$ cat src/first_fit_heap_allocator_top_macros.svh
// Assertion macros shared by the allocator RTL.
// Expects clk and rst_n in the scope of each use; no other dependencies.
`ifndef FIRST_FIT_HEAP_ALLOCATOR_TOP_MACROS_SVH
`define FIRST_FIT_HEAP_ALLOCATOR_TOP_MACROS_SVH
`ifndef ASSERT_OFF
`define FFHA_ASSERT_IMPLY(lbl, pre, post) \
    lbl: assert property (@(posedge clk) disable iff (!rst_n) (pre) |-> (post)) \
        else $error("allocator check failed");
`define FFHA_ASSERT_NEXT(lbl, pre, post) \
    lbl: assert property (@(posedge clk) disable iff (!rst_n) (pre) |=> (post)) \
        else $error("allocator check failed");
`else
`define FFHA_ASSERT_IMPLY(lbl, pre, post)
`define FFHA_ASSERT_NEXT(lbl, pre, post)
`endif
`endif

$ cat src/ffha_pkg.sv
// Shared constants, types and codes of the first-fit heap allocator.
// No dependencies.
package ffha_pkg;

    localparam int HEAP_BYTES   = 64 * 1024;
    localparam int HEADER_BYTES = 16;
    localparam int ALIGN_BYTES  = 8;
    localparam int GRAIN_BYTES  = 8;
    localparam int GRAIN_SH     = $clog2(GRAIN_BYTES);
    localparam int DEPTH        = HEAP_BYTES / GRAIN_BYTES;
    localparam int IDX_W        = $clog2(DEPTH);
    localparam int ADDR_W       = $clog2(HEAP_BYTES) + 1;
    localparam int SUM_W        = ADDR_W + 1;
    localparam int SIZE_W       = 16;

    typedef logic [IDX_W-1:0]  idx_t;
    typedef logic [ADDR_W-1:0] addr_t;
    typedef logic [SUM_W-1:0]  sum_t;
    typedef logic [SIZE_W-1:0] size_t;

    typedef enum logic [1:0] {
        ST_DONE    = 2'd0,
        ST_NOMEM   = 2'd1,
        ST_BADADDR = 2'd2
    } status_t;

    typedef enum logic {
        KIND_ALLOC = 1'b0,
        KIND_FREE  = 1'b1
    } kind_t;

    typedef enum logic [2:0] {
        S_INIT,
        S_IDLE,
        S_WALK,
        S_SPLIT,
        S_FNEXT,
        S_FMERGE,
        S_RESULT
    } state_t;

    typedef struct packed {
        logic  used;
        size_t size;
    } hdr_t;

    typedef struct packed {
        logic rd_en;
        idx_t rd_idx;
        logic wr_en;
        idx_t wr_idx;
        hdr_t wr_data;
    } mem_req_t;

    typedef struct packed {
        status_t     status;
        logic [15:0] payload_address;
        logic [15:0] granted_bytes;
    } res_t;

endpackage

$ cat src/ffha_ctrl.sv
// Sequencer of the allocator: walks the header chain with one shared adder.
// Depends on ffha_pkg and first_fit_heap_allocator_top_macros.svh.
`include "first_fit_heap_allocator_top_macros.svh"
module ffha_ctrl
    import ffha_pkg::*;
(
    input  logic        clk,
    input  logic        rst_n,
    input  logic        req_valid,
    input  logic        kind,
    input  logic [15:0] request_bytes,
    input  logic [15:0] address,
    output logic        req_ready,
    input  hdr_t        rd_data,
    output mem_req_t    mem,
    input  logic        res_ready,
    output logic        res_valid,
    output res_t        res
);

    state_t state_reg, state_next;
    kind_t  kind_reg, kind_next;
    size_t  want_reg, want_next;
    logic [15:0] addr_reg, addr_next;
    addr_t  at_reg, at_next;
    idx_t   prev_idx_reg, prev_idx_next;
    size_t  prev_size_reg, prev_size_next;
    logic   prev_used_reg, prev_used_next;
    logic   has_prev_reg, has_prev_next;
    size_t  cur_size_reg, cur_size_next;
    logic   nx_ok_reg, nx_ok_next;
    size_t  merged_reg, merged_next;
    res_t   res_reg, res_next;

    addr_t  want_round;
    logic   at_end;
    logic   fits;
    logic   exact;
    logic   split_ok;
    addr_t  op_a;
    addr_t  op_b;
    sum_t   sum;
    logic   sum_in_heap;
    sum_t   pay_full;
    size_t  rest_size;
    size_t  merged;

    assign want_round = (addr_t'(want_reg) + addr_t'(ALIGN_BYTES - 1))
                        & ~addr_t'(ALIGN_BYTES - 1);
    assign at_end     = at_reg >= addr_t'(HEAP_BYTES);
    assign fits       = !rd_data.used && (rd_data.size >= want_reg);
    assign exact      = rd_data.size == want_reg;
    assign split_ok   = sum_t'(rd_data.size) > (sum_t'(want_round) + sum_t'(HEADER_BYTES));
    assign pay_full   = sum_t'(at_reg) + sum_t'(HEADER_BYTES);
    assign rest_size  = SIZE_W'(sum_t'(rd_data.size) - sum_t'(want_round)
                                - sum_t'(HEADER_BYTES));
    assign merged     = (nx_ok_reg && !rd_data.used) ? sum[SIZE_W-1:0] : cur_size_reg;

    always_comb
    begin
        op_a = at_reg;
        op_b = addr_t'(rd_data.size);
        unique case (state_reg)
            S_WALK:
            begin
                if (kind_reg == KIND_ALLOC && fits && !exact)
                begin
                    op_b = want_round;
                end
            end
            S_FNEXT:
            begin
                op_a = addr_t'(cur_size_reg);
            end
            S_FMERGE:
            begin
                op_a = addr_t'(prev_size_reg);
                op_b = addr_t'(merged_reg);
            end
            default:
            begin
            end
        endcase
    end

    assign sum         = sum_t'(op_a) + sum_t'(op_b) + sum_t'(HEADER_BYTES);
    assign sum_in_heap = sum < sum_t'(HEAP_BYTES);

    always_ff @(posedge clk or negedge rst_n)
    begin
        if (!rst_n)
        begin
            state_reg    <= S_INIT;
            has_prev_reg <= 1'b0;
        end
        else
        begin
            state_reg    <= state_next;
            has_prev_reg <= has_prev_next;
        end
    end

    always_ff @(posedge clk)
    begin
        kind_reg      <= kind_next;
        want_reg      <= want_next;
        addr_reg      <= addr_next;
        at_reg        <= at_next;
        prev_idx_reg  <= prev_idx_next;
        prev_size_reg <= prev_size_next;
        prev_used_reg <= prev_used_next;
        cur_size_reg  <= cur_size_next;
        nx_ok_reg     <= nx_ok_next;
        merged_reg    <= merged_next;
        res_reg       <= res_next;
    end

    always_comb
    begin
        state_next     = state_reg;
        kind_next      = kind_reg;
        want_next      = want_reg;
        addr_next      = addr_reg;
        at_next        = at_reg;
        prev_idx_next  = prev_idx_reg;
        prev_size_next = prev_size_reg;
        prev_used_next = prev_used_reg;
        has_prev_next  = has_prev_reg;
        cur_size_next  = cur_size_reg;
        nx_ok_next     = nx_ok_reg;
        merged_next    = merged_reg;
        res_next       = res_reg;
        mem            = '0;
        req_ready      = 1'b0;
        res_valid      = 1'b0;
        unique case (state_reg)
            S_INIT:
            begin
                mem.wr_en        = 1'b1;
                mem.wr_idx       = '0;
                mem.wr_data.used = 1'b0;
                mem.wr_data.size = SIZE_W'(HEAP_BYTES - HEADER_BYTES);
                state_next       = S_IDLE;
            end
            S_IDLE:
            begin
                req_ready = 1'b1;
                if (req_valid)
                begin
                    kind_next     = kind_t'(kind);
                    want_next     = request_bytes;
                    addr_next     = address;
                    at_next       = '0;
                    has_prev_next = 1'b0;
                    mem.rd_en     = 1'b1;
                    mem.rd_idx    = '0;
                    state_next    = S_WALK;
                end
            end
            S_WALK:
            begin
                if (at_end)
                begin
                    res_next.status          = (kind_reg == KIND_FREE) ? ST_BADADDR : ST_NOMEM;
                    res_next.payload_address = '0;
                    res_next.granted_bytes   = '0;
                    state_next               = S_RESULT;
                end
                else if (kind_reg == KIND_ALLOC)
                begin
                    if (fits)
                    begin
                        res_next.status          = ST_NOMEM;
                        res_next.payload_address = '0;
                        res_next.granted_bytes   = '0;
                        state_next               = S_RESULT;
                        if (exact)
                        begin
                            mem.wr_en                = 1'b1;
                            mem.wr_idx               = at_reg[GRAIN_SH +: IDX_W];
                            mem.wr_data.used         = 1'b1;
                            mem.wr_data.size         = rd_data.size;
                            res_next.status          = ST_DONE;
                            res_next.payload_address = pay_full[15:0];
                            res_next.granted_bytes   = rd_data.size;
                        end
                        else if (split_ok && sum_in_heap)
                        begin
                            mem.wr_en                = 1'b1;
                            mem.wr_idx               = sum[GRAIN_SH +: IDX_W];
                            mem.wr_data.used         = 1'b0;
                            mem.wr_data.size         = rest_size;
                            cur_size_next            = want_round[SIZE_W-1:0];
                            res_next.status          = ST_DONE;
                            res_next.payload_address = pay_full[15:0];
                            res_next.granted_bytes   = want_round[15:0];
                            state_next               = S_SPLIT;
                        end
                    end
                    else
                    begin
                        at_next    = sum[ADDR_W-1:0];
                        mem.rd_en  = sum_in_heap;
                        mem.rd_idx = sum[GRAIN_SH +: IDX_W];
                    end
                end
                else if (pay_full == sum_t'(addr_reg))
                begin
                    if (!rd_data.used)
                    begin
                        res_next.status          = ST_BADADDR;
                        res_next.payload_address = '0;
                        res_next.granted_bytes   = '0;
                        state_next               = S_RESULT;
                    end
                    else
                    begin
                        cur_size_next = rd_data.size;
                        nx_ok_next    = sum_in_heap;
                        mem.rd_en     = sum_in_heap;
                        mem.rd_idx    = sum[GRAIN_SH +: IDX_W];
                        state_next    = S_FNEXT;
                    end
                end
                else
                begin
                    prev_idx_next  = at_reg[GRAIN_SH +: IDX_W];
                    prev_size_next = rd_data.size;
                    prev_used_next = rd_data.used;
                    has_prev_next  = 1'b1;
                    at_next        = sum[ADDR_W-1:0];
                    mem.rd_en      = sum_in_heap;
                    mem.rd_idx     = sum[GRAIN_SH +: IDX_W];
                end
            end
            S_SPLIT:
            begin
                mem.wr_en        = 1'b1;
                mem.wr_idx       = at_reg[GRAIN_SH +: IDX_W];
                mem.wr_data.used = 1'b1;
                mem.wr_data.size = cur_size_reg;
                state_next       = S_RESULT;
            end
            S_FNEXT:
            begin
                merged_next = merged;
                state_next  = S_FMERGE;
            end
            S_FMERGE:
            begin
                mem.wr_en                = 1'b1;
                mem.wr_data.used         = 1'b0;
                res_next.status          = ST_DONE;
                res_next.payload_address = '0;
                if (has_prev_reg && !prev_used_reg)
                begin
                    mem.wr_idx             = prev_idx_reg;
                    mem.wr_data.size       = sum[SIZE_W-1:0];
                    res_next.granted_bytes = sum[15:0];
                end
                else
                begin
                    mem.wr_idx             = at_reg[GRAIN_SH +: IDX_W];
                    mem.wr_data.size       = merged_reg;
                    res_next.granted_bytes = merged_reg;
                end
                state_next = S_RESULT;
            end
            S_RESULT:
            begin
                res_valid = 1'b1;
                if (res_ready)
                begin
                    state_next = S_IDLE;
                end
            end
            default:
            begin
                state_next = S_INIT;
            end
        endcase
    end

    assign res = res_reg;

    `FFHA_ASSERT_NEXT(a_accept_walk, req_valid && req_ready, state_reg == S_WALK)
    `FFHA_ASSERT_IMPLY(a_walk_aligned, state_reg == S_WALK, at_reg[GRAIN_SH-1:0] == '0)
    `FFHA_ASSERT_NEXT(a_walk_forward, state_reg == S_WALK && state_next == S_WALK,
                      at_reg > $past(at_reg))
    `FFHA_ASSERT_IMPLY(a_fail_zero, res_valid && res.status != ST_DONE,
                       res.payload_address == '0 && res.granted_bytes == '0)

endmodule

$ cat config.mk
export PLATFORM = sky130hd
export DESIGN_NAME = ffha_ctrl
export DESIGN_NICKNAME = d
export VERILOG_FILES = /design/src/ffha_pkg.sv /design/src/ffha_ctrl.sv
export VERILOG_INCLUDE_DIRS = /design/src /design/src/src
export SDC_FILE = /design/constraint.sdc
export NUM_CORES = 1
export LEC_CHECK = 0
export BUFFER_PORTS_ARGS = -buffer_cell sky130_fd_sc_hd__buf_4
export CORE_MARGIN = 1
export CORE_UTILIZATION = 35
export CTS_CLUSTER_DIAMETER = 100
export DETAILED_ROUTE_END_ITERATION = 10
export PLACE_DENSITY_LB_ADDON = 0.08
export SYNTH_ARGS = -nofsm -noshare
export SYNTH_HDL_FRONTEND = slang
export SYNTH_SLANG_ARGS = --single-unit
$ cat constraint.sdc
create_clock -name clk -period 6.1 [get_ports clk]
set_input_delay 0.61 -clock clk [delete_from_list [all_inputs] [get_ports clk]]
set_output_delay 0.61 -clock clk [all_outputs]
set_load 0.05 [all_outputs]
* Yosys cells after proc, flatten, opt, wreduce, memory -nomap -nowiden
Index checks and enable logic that the tools add are counted.
** Word-level totals
- Logic and storage cells :: 129
- Output and inout port bits :: 81
- Bits in registers :: 151
- Input port bits :: 54
** Operators by class
- Multiplexer cells :: 56
- Bitwise logic cells :: 3
- Equality and inequality tests :: 21
- Order comparisons :: 4
- Reductions and logical operators :: 23
- $add $sub $neg :: 7
** Operators by type and width (count)
- 2-to-1 mux 34 bit :: 6
- 2-to-1 mux 16 bit :: 8
- 2-to-1 mux 31 bit :: 4
- one-hot mux 31 bit (4 select lines) :: 1
- 2-to-1 mux 17 bit :: 6
- one-hot mux 17 bit (2 select lines) :: 3
- 2-to-1 mux 14 bit :: 5
- one-hot mux 34 bit (2 select lines) :: 1
- 2-to-1 mux 45 bit :: 1
- adder 17 x 5 -> 18 bit, second input constant :: 2
- 2-to-1 mux 33 bit :: 1
- one-hot mux 14 bit (2 select lines) :: 1
- 2-to-1 mux 3 bit :: 8
- adder 17 x 17 -> 18 bit :: 1
- adder 18 x 5 -> 18 bit, second input constant :: 1
- == test 18 x 16 -> 1 bit :: 1
- > comparator 16 x 18 -> 1 bit :: 1
- less-than comparator 18 x 17 -> 1 bit, second input constant :: 1
- one-hot mux 3 bit (6 select lines) :: 1
- adder 16 x 3 -> 17 bit, second input constant :: 1
- >= comparator 17 bit, second input constant :: 1
- == test 16 bit :: 1
- >= comparator 16 bit :: 1
- subtractor 16 bit :: 1
- 22 further kinds :: 56

* Logic depth before layout (Yosys ltp)
Gate-level depths: netlist of run 1.
- Depth after elaboration :: 16
- Gate-level depth with buffers :: 25
- Depth with buffers taken out :: 22

* Worst setup path before layout of run 1
No wires, ideal clock.
- Path kind :: input to output
- Start :: in rd_data[9] (netlist bit)
- End :: out mem[30] (netlist bit)
- Arrival :: 6320 ps
- Buffers on the path :: 2
- Setup slack :: -830 ps
- Cell stages on the path :: 21
- Cells stage by stage :: ha_1 > and4_1 > nand2_1 > nor4_4 > o31ai_1 > or3_1 > buf_2 > and2_4 > buf_6 > a221o_1 > ha_1 > ha_1 > a21o_1 > a21o_1 > a221oi_1 > a211oi_1 > a311oi_4 > nand4_4 > nand2_4 > nand2_4 > a311oi_1
** RTL lines
- start, declared :: RTL line ffha_ctrl.sv:14 : input hdr_t rd_data,
- end, declared :: RTL line ffha_ctrl.sv:15 : output mem_req_t mem,

==> results of run 1 <==
==> cell type report <==
| class | count | area, sq um | share of cell area (%) |
|---|---|---|---|
| multi-input cells | 835 | 6520 | 43.9 |
| flip-flops and latches | 151 | 4510 | 30.4 |
| repair buffers | 301 | 2500 | 16.8 |
| well taps | 390 | 488 | 3.28 |
| clock buffers | 17 | 425 | 2.86 |
| inverters | 71 | 267 | 1.79 |
| clock inverters | 13 | 149 | 1.00 |
==> critical path: cells and delay by family (launching register included) <==
kind            cells  cell delay (ns)
simple gates        8             1.70
compound gates      7             1.42
buf+inv             7             1.01
fa+ha+maj           3             0.80
flops               1             0.37
==> metrics by stage <==
step | setup WS [ns] | hold WS (ns) | util [%]
floorplan | -0.686 | 0.314 | -
global placement | -0.412 | 0.419 | 44.6
detailed placement | -0.462 | 0.420 | 44.6
CTS | -0.157 | 0.330 | 49.0
global route | -0.411 | 0.327 | 49.6
finish | -0.278 | 0.341 | 49.6
==> metal layers <==
metal	vias to the layer above	track usage [%]
li1	4601	-
met1	4586	32.9
met3	57	3.34
met5	-	0
met2	324	39.9
met4	0	7.69
==> power groups by stage <==
stage                     clock network, mW  logic (mW)  registers [mW]
final                                  1.09        6.21            1.65
after global routing                   1.14        6.64            1.68
after global placement                    0        5.63            1.67
after floorplan                           0        3.15            1.96
after CTS                              1.10        6.01            1.65
after detailed placement                  0        5.64            1.67
==> cell usage in the layout (no fill, tap or decap), types with 5 or more instances in the layout <==
cell / synthesis / layout
a211oi_1: 11 / 6
a21o_1: 13 / 13
a21oi_1: 67 / 64
a221o_1: 22 / 22
a22oi_1: 13 / 13
a311o_1: 7 / 7
a31oi_1: 6 / 6
and2_1: 9 / 8
and2_4: 4 / 6
and3_1: 13 / 13
buf_12: 0 / 5
buf_4: 2 / 256
buf_6: 3 / 34
clkbuf_16: 0 / 17
edfxtp_1: 147 / 147
ha_1: 92 / 72
ha_4: 0 / 19
inv_1: 70 / 65
inv_2: 1 / 6
mux2i_1: 20 / 20
nand2_1: 98 / 95
nand2b_1: 13 / 13
nand3_1: 30 / 29
nand4_1: 14 / 14
nor2_1: 109 / 107
nor2b_1: 19 / 19
nor3_1: 16 / 13
o21a_1: 10 / 10
o21ai_0: 72 / 70
o21ai_4: 0 / 17
o21bai_1: 7 / 7
xnor2_1: 45 / 45
xor2_1: 27 / 27
==> final timing paths <==
kind | start | end | slack (ns) | cells after the start
worst max-delay path | want_reg[10]$_DFFE_PP_ | mem[9] | -0.28 | 25
max in group asynchronous | rst_n | state_reg[1]$_DFFE_PN0P_ | 5.48 | 2
worst min-delay path | request_bytes[13] | want_reg[13]$_DFFE_PP_ | 0.34 | 1
worst min register to register | has_prev_reg$_DFFE_PN0P_ | has_prev_reg$_DFFE_PN0P_ | 0.52 | 2
worst max register to register | want_reg[10]$_DFFE_PP_ | res[28]$_SDFFCE_PP0P_ | 0.50 | 27
min in group asynchronous | rst_n | state_reg[2]$_DFFE_PN0P_ | 0.51 | 2
==> cells by family after synthesis <==
logic type / share of synthesized area [%]
AOI/OAI and AO/OA: 17.1
buffers and inverters: 4.71
and+or+nand+nor: 16.7
DFF: 41.8
adders and majority gates: 10.9
muxes: 1.96
xor gates and xnor gates: 6.75
==> what timing repair did <==
action                     in CTS  in global routing
setup endpoints to repair      35                 33
pin swaps                      33                 13
hold endpoints to repair        4                  0
buffers inserted               34                  7
cloned                          2                  0
hold buffers                    1                  0
gates resized for setup        85                 28
==> metrics, run 1 <==
wire length on met3 2.02 mm; minimum clock period 6.38 ns; Least-Margin Pin Slew 1.07 ns; Routed Antenna Nets 0; RSZ-0062 raised after global routing yes; Die W 178 microns; Clock power frac 12.1%; total CTS buffers 17; Slew HR 28.1%; Yosys top cell area share 40.9%; failing checks negative setup slack; sequential fraction of design power 18.5%; skew final 0.0109 ns; Layout Cells excl Fill 1778; Routed WL 37.4 mm; drt via density 5.38; setup violators final 30; WL per Instance 21.0 microns; Yosys reg bits 151; Nets 1524; Max-Cap Viols 0; register area share after synthesis 41.8%; Max Clock Freq 157 MHz; H-tree levels 4; later-pin clock latency in the skew report 0.44 ns; Setup CP Type register to output pin; CP max-delay cell or3_4; CP arrival 5.77 ns; crit share post-route 105%; Combinational Power Share 69.4%; worst min path class input port to register; post-route cell area 14900 sq um; Post-DP Area 13400 sq um; highest metal used met4; # placed instances 1705; asr flop ratio synth 2.65%; Critical Path Fanout Max 8; Root Buffer clkbuf_16; Max VDD drop 0.371 mV; Iteration-0 DRC Markers 745; layout cell share with drive strength beyond 1 31.4%; final setup margin -0.278 ns; Yosys cell types 80; top cells by area, synth edfxtp_1, ha_1, nor2_1; Core ar. 30000 sq um; Rows 63; Pint 4.55 mW; ANT cells 0; clk buf depth 2; DRT Pass-1 Iters 5; Power Dens Cells 602 nW/um^2; largest net degree at the start of global routing 38; Post-synth EDFFs 147; post-synthesis cell area 10800 sq um; Vias 9568; max-slew violations 0; P&R area growth vs syn 37.7%; DRC viols 0; metal1 wirelength 17.2 mm; Commonest cells post-synth edfxtp_1, nor2_1, nand2_1; TNS Setup -6.27 ns; nature of the critical path endpoint output pin; met2 routed WL 17.3 mm; Largest register FFs 34; outcome finished, violations left; startpoint types register; CP Data Required Time 5.49 ns; Mapped Avg Cell Area 9.72 sq um; yosys warns 0; syn_nets 1257; gr usage total 24.3%; count leader, synth edfxtp_1; max incr delay on CP 0.44 ns; clock sinks 151; leak pwr 6.13 nW; port bufs 134; main flop type after synthesis edfxtp_1; io pins 135; total gr overflow 0; Starting Density 36.0%; gpl congestion 0.881; hpwl dp 28.3 mm; die height 178 microns; net switching power 4.40 mW; vias in the first global route 9443; CTS tree yes; largest area contributor in the netlist edfxtp_1; hold violation count in the final report 0; antenna violations before repair 0; Die Outline Area 31500 sq um; Worst-path clk slew 0.07 ns; fillers 2820; first-pass GRT wire length 56.4 mm; Gate Count Post-Synth 1110; Final Power 8.95 mW; switching share of total power 49.2%
(Power assumes the default switching activity.)
==> run 2: changes to the inputs <==
--- a/config.mk
+++ b/config.mk
@@ -6,6 +6,7 @@
 export SDC_FILE = /design/constraint.sdc
 export NUM_CORES = 1
 export LEC_CHECK = 0
+export ABC_AREA = 0
 export BUFFER_PORTS_ARGS = -buffer_cell sky130_fd_sc_hd__buf_4
 export CORE_MARGIN = 1
 export CORE_UTILIZATION = 35
==> constraint.sdc (replaced) <==
create_clock -name clk -period 6.1 [get_ports clk]
set_input_delay 0.305 -clock clk [delete_from_list [all_inputs] [get_ports clk]]
set_output_delay 0.305 -clock clk [all_outputs]
set_load 0.05 [all_outputs]
==> run 2 against run 1 <==
- worst hold slack lost 0.30 ns
- cell count shrank 4.0%
- total power shrank 6.4%
- clock power shrank 5%
- the run now ends clean
- sequential share of layout area grew 1.5 points
- combinational power shrank 8.5%
- critical path type unchanged
- worst setup slack gained 0.32 ns
- fmax grew 5.3%
- count of clock-buffer cells in the layout is the same
==> metrics, run 2 (synthesis results as in run 1) <==
outcome finished clean; Post-DP Area 12800 sq um; R2R cell count 21; Rows 63; hold violation count in the final report 0; WHS Endpoint want_reg[2]$_DFFE_PP_; CP max-delay cell or3_4; Routed WL 36.7 mm; Root Buffer clkbuf_16; TNS Setup 0 ns; minimum clock period 6.06 ns; max incr delay on CP 0.43 ns; CTS tree yes; commonest non-fill, non-tap cell in the layout buf_4; setup violators final 0; post-route cell area 14200 sq um; r2r startpoint want_reg[1]$_DFFE_PP_; max-slew violations 0; gr usage total 23.8%; Max-Cap Viols 0; io pins 135; total gr overflow 0; startpoint types register; largest net degree at the start of global routing 38; Nets 1452; Routed Antenna Nets 0; Max VDD drop 0.320 mV; P&R area growth vs syn 31.3%; Setup CP Type register to output pin; Least-Margin Pin Slew 1.31 ns; Starting Density 36.0%; CP startpoint want_reg[1]$_DFFE_PP_; layout cell share with drive strength beyond 1 28.2%; CP Data Required Time 5.79 ns; Max Clock Freq 165 MHz; ANT cells 0; clk buf depth 2; Final Power 8.38 mW; final design utilization 47.3%; leak pwr 5.75 nW; hold path cells 1; WL per Instance 21.5 microns; Vias 9161; DRT Pass-1 Iters 4; later-pin clock latency in the skew report 0.44 ns; Die Outline Area 31500 sq um; total CTS buffers 17; Core ar. 30000 sq um; RSZ-0062 raised after global routing yes; CP delay by family, top compound AO/OA/AOI/OAI gates; first-pass GRT wire length 55.0 mm; Worst-path clk slew 0.07 ns; antenna violations before repair 0; CP arrival 5.75 ns; most used cell, CP ha_4; Largest register FFs 34; DRC viols 0; hpwl dp 27.7 mm; die height 178 microns; hold_sp request_bytes[2]; worst min path class input port to register; nature of the critical path endpoint output pin; gpl congestion 0.888; port bufs 134; WP buf/inv 3; most frequent cells in the layout buf_4, edfxtp_1, nor2_1; Die W 178 microns; clock sinks 151; hold_ws 0.0379 ns; Slew HR 12.4%; sequence of cells on the critical path inv_2, ha_4, nand2b_1, a21oi_2, o31ai_4, a211oi_4, o31ai_4, or3_4, and2_4, a221o_1, ha_4, ha_4, o21ai_4, o21a_1, or3_4, and2_4, a311oi_4, nand4_4, nor2_4, nand2_4, buf_12, o21ai_4, buf_8; Critical Path Fanout Max 6; vias in the first global route 9179; crit share post-route 99.3%; fillers 2911; skew final 0.0115 ns; Iteration-0 DRC Markers 634; H-tree levels 4; Reg2Reg Setup Slack 0.53 ns; RR Endpoint cur_size_reg[3]$_DFFE_PP_; Power Dens Cells 591 nW/um^2; drt via density 5.37
[run 2: routing by layer]
metal  GRT usage (%)  share of wire, %
met2            39.7                48
met3            3.60               4.4
met5               0                 0
met4            6.23               1.5
met1            32.1                46
[run 2: through the flow]
step | setup slack [ns] | instances
after floorplan | -0.274 | 1110
after global placement | 0.0142 | 1651
after detailed placement | -0.0453 | 1651
after CTS | -0.0503 | 1696
after global routing | -0.127 | 1707
final | 0.0432 | 1707
[run 2: how the worst max path moves through the flow]
stage	endpoint	slack [ns]	cells past startpoint
floorplan	mem[30]	-0.27	22
global placement	mem[18]	0.01	25
detailed placement	mem[26]	-0.05	26
CTS	mem[19]	-0.05	21
global route	mem[26]	-0.13	21
finish	mem[26]	0.04	23
[run 2: cell type report]
class | instances | area (sq um) | share of cell area (%)
clock inverters | 14 | 128 | 0.901
multi-input cells | 835 | 6470 | 45.6
repair buffers | 229 | 1880 | 13.3
well taps | 390 | 488 | 3.44
inverters | 71 | 269 | 1.90
flip-flops and latches | 151 | 4510 | 31.9
clock buffers | 17 | 425 | 3.00
[run 2: report_power, final]
part	switching [mW]	total (mW)	leakage, nW	internal (mW)
clock network	0.476	1.04	0.264	0.562
logic	3.54	5.68	4.08	2.14
registers	0.166	1.66	1.41	1.50
total	4.18	8.38	5.75	4.20
[run 2: timing repair]
item,4_1_cts,5_1_grt
pin swaps,4,38
hold endpoints to repair,4,0
gates cloned,3,0
resized for setup,51,65
hold buffers,1,0
setup endpoints to repair,31,33
buffers inserted,11,11
==> run 3: changes to the inputs <==
--- a/config.mk
+++ b/config.mk
@@ -9,7 +9,7 @@
 export ABC_AREA = 0
 export BUFFER_PORTS_ARGS = -buffer_cell sky130_fd_sc_hd__buf_4
 export CORE_MARGIN = 1
-export CORE_UTILIZATION = 35
+export CORE_UTILIZATION = 54
 export CTS_CLUSTER_DIAMETER = 100
 export DETAILED_ROUTE_END_ITERATION = 10
 export PLACE_DENSITY_LB_ADDON = 0.08
==> run 3 against run 2 <==
- total power shrank 5.3%
- largest cell class unchanged
- clock power is essentially flat
- critical path type unchanged
- largest power group unchanged
- flip-flop and latch count did not move
- highest routed layer unchanged
- utilization is 22 points higher
- critical endpoint is now mem[30]
==> metrics, run 3 (synthesis results as in run 1) <==
outcome finished clean; most frequent cells in the layout buf_4, edfxtp_1, nor2_1; Routed Antenna Nets 0; CP arrival 5.73 ns; Root Buffer clkbuf_16; Vias 9431; Least-Margin Pin Slew 1.32 ns; leak pwr 5.56 nW; fillers 1563; Setup CP Type register to output pin; port bufs 134; Worst-path clk slew 0.07 ns; max-slew violations 0; # placed instances 1509; Max VDD drop 0.373 mV; Slew HR 11.7%; largest net degree at the start of global routing 38; Critical Path Fanout Max 5; P&R area growth vs syn 25.1%; Power Dens Cells 588 nW/um^2; skew final 0.0144 ns; clock sinks 151; gr usage total 32.4%; drt via density 6.05; Starting Density 55.3%; total CTS buffers 17; first-pass GRT wire length 49.4 mm; worst min path class input port to register; Max-Cap Viols 0; io pins 135; clk buf depth 2; vias in the first global route 8977; setup violators final 0; RSZ-0062 raised after global routing yes; Max Clock Freq 166 MHz; Rows 51; ANT cells 0; antenna violations before repair 0; commonest non-fill, non-tap cell in the layout buf_4; Iteration-0 DRC Markers 960; H-tree levels 4; gpl congestion 0.990; post-route cell area 13500 sq um; layout cell share with drive strength beyond 1 24.7%; DRC viols 0; WL per Instance 21.2 microns; Routed WL 33.0 mm; CP Data Required Time 5.79 ns; CTS tree yes; DRT Pass-1 Iters 6; total gr overflow 0; nature of the critical path endpoint output pin; final design utilization 69.2%; Layout Cells excl Fill 1559; Die Outline Area 20600 sq um; die height 143 microns; hold violation count in the final report 0; startpoint types register; hpwl dp 24.4 mm; Largest register FFs 34; minimum clock period 6.04 ns; TNS Setup 0 ns; Core ar. 19500 sq um; Die W 143 microns; later-pin clock latency in the skew report 0.44 ns; crit share post-route 99.0%; Nets 1428; Post-DP Area 12500 sq um
==> run 3: layout make-up <==
| type | instances | area (sq um) | area share (%) |
|---|---|---|---|
| clock inverter | 14 | 138 | 1.02 |
| sequential | 151 | 4510 | 33.4 |
| clock buffer | 18 | 429 | 3.18 |
| inverter | 71 | 267 | 1.97 |
| multi-input combinational | 836 | 6240 | 46.2 |
| timing repair buffer | 204 | 1580 | 11.7 |
| tap | 265 | 332 | 2.46 |
==> run 3: repair_timing <==
item | in CTS | in global routing
hold buffers | 1 | 0
buffers inserted | 3 | 12
endpoints found under the hold margin | 4 | 0
cloned | 1 | 1
endpoints found under the setup margin | 31 | 31
pin swaps | 2 | 20
resized for setup | 12 | 47
==> run 3: critical path, cell delays in order, from the launching register on <==
cell      delay [ns]
edfxtp_1        0.44
inv_2           0.10
ha_4            0.26
and2_4          0.15
nand3_4         0.08
nor4_4          0.37
o31ai_4         0.11
or3_4           0.41
and2_4          0.21
a221o_1         0.38
ha_4            0.26
ha_4            0.28
o21ai_2         0.06
o21a_1          0.20
or3_4           0.40
and2_4          0.16
a311oi_4        0.35
nand4_4         0.20
nand2_4         0.17
nand2_8         0.09
a311oi_4        0.38
buf_6           0.21
==> run 3: report_power, final <==
group / switching [mW] / internal (mW) / total [mW]
sequential: 0.170 / 1.50 / 1.67
clock: 0.470 / 0.570 / 1.04
combinational: 3.30 / 1.93 / 5.23
==> run 3: worst paths after layout <==
check | startpoint | to | slack (ns) | cells past startpoint
worst min-delay path | request_bytes[3] | want_reg[3]$_DFFE_PP_ | 0.03 | 1
max in group asynchronous | rst_n | state_reg[1]$_DFFE_PN0P_ | 5.73 | 2
worst max register to register | want_reg[12]$_DFFE_PP_ | cur_size_reg[9]$_DFFE_PP_ | 0.53 | 20
worst max-delay path | want_reg[12]$_DFFE_PP_ | mem[30] | 0.06 | 21
worst min register to register | has_prev_reg$_DFFE_PN0P_ | has_prev_reg$_DFFE_PN0P_ | 0.53 | 2
min in group asynchronous | rst_n | has_prev_reg$_DFFE_PN0P_ | 0.25 | 2
==> run 3: through the flow <==
step	setup WS, ns	hold slack, ns	total power, mW
3_3_place_gp	0.179	0.117	6.58
3_5_place_dp	0.172	0.117	6.62
4_1_cts	0.0321	0.0288	7.72
2_1_floorplan	-0.274	0.00941	4.99
6_report	0.0613	0.0333	7.94
5_1_grt	-0.0632	0.0290	8.38
==> run 3: routing by layer <==
layer	GRT usage (%)	wire, microns	share of wire, %	vias up
met2	54.9	15900	48	502
met3	5.60	3100	9.4	88
met1	41.3	12900	39	4437
met4	12.5	1170	3.6	0
met5	0	0	0	-
li1	-	-	-	4404
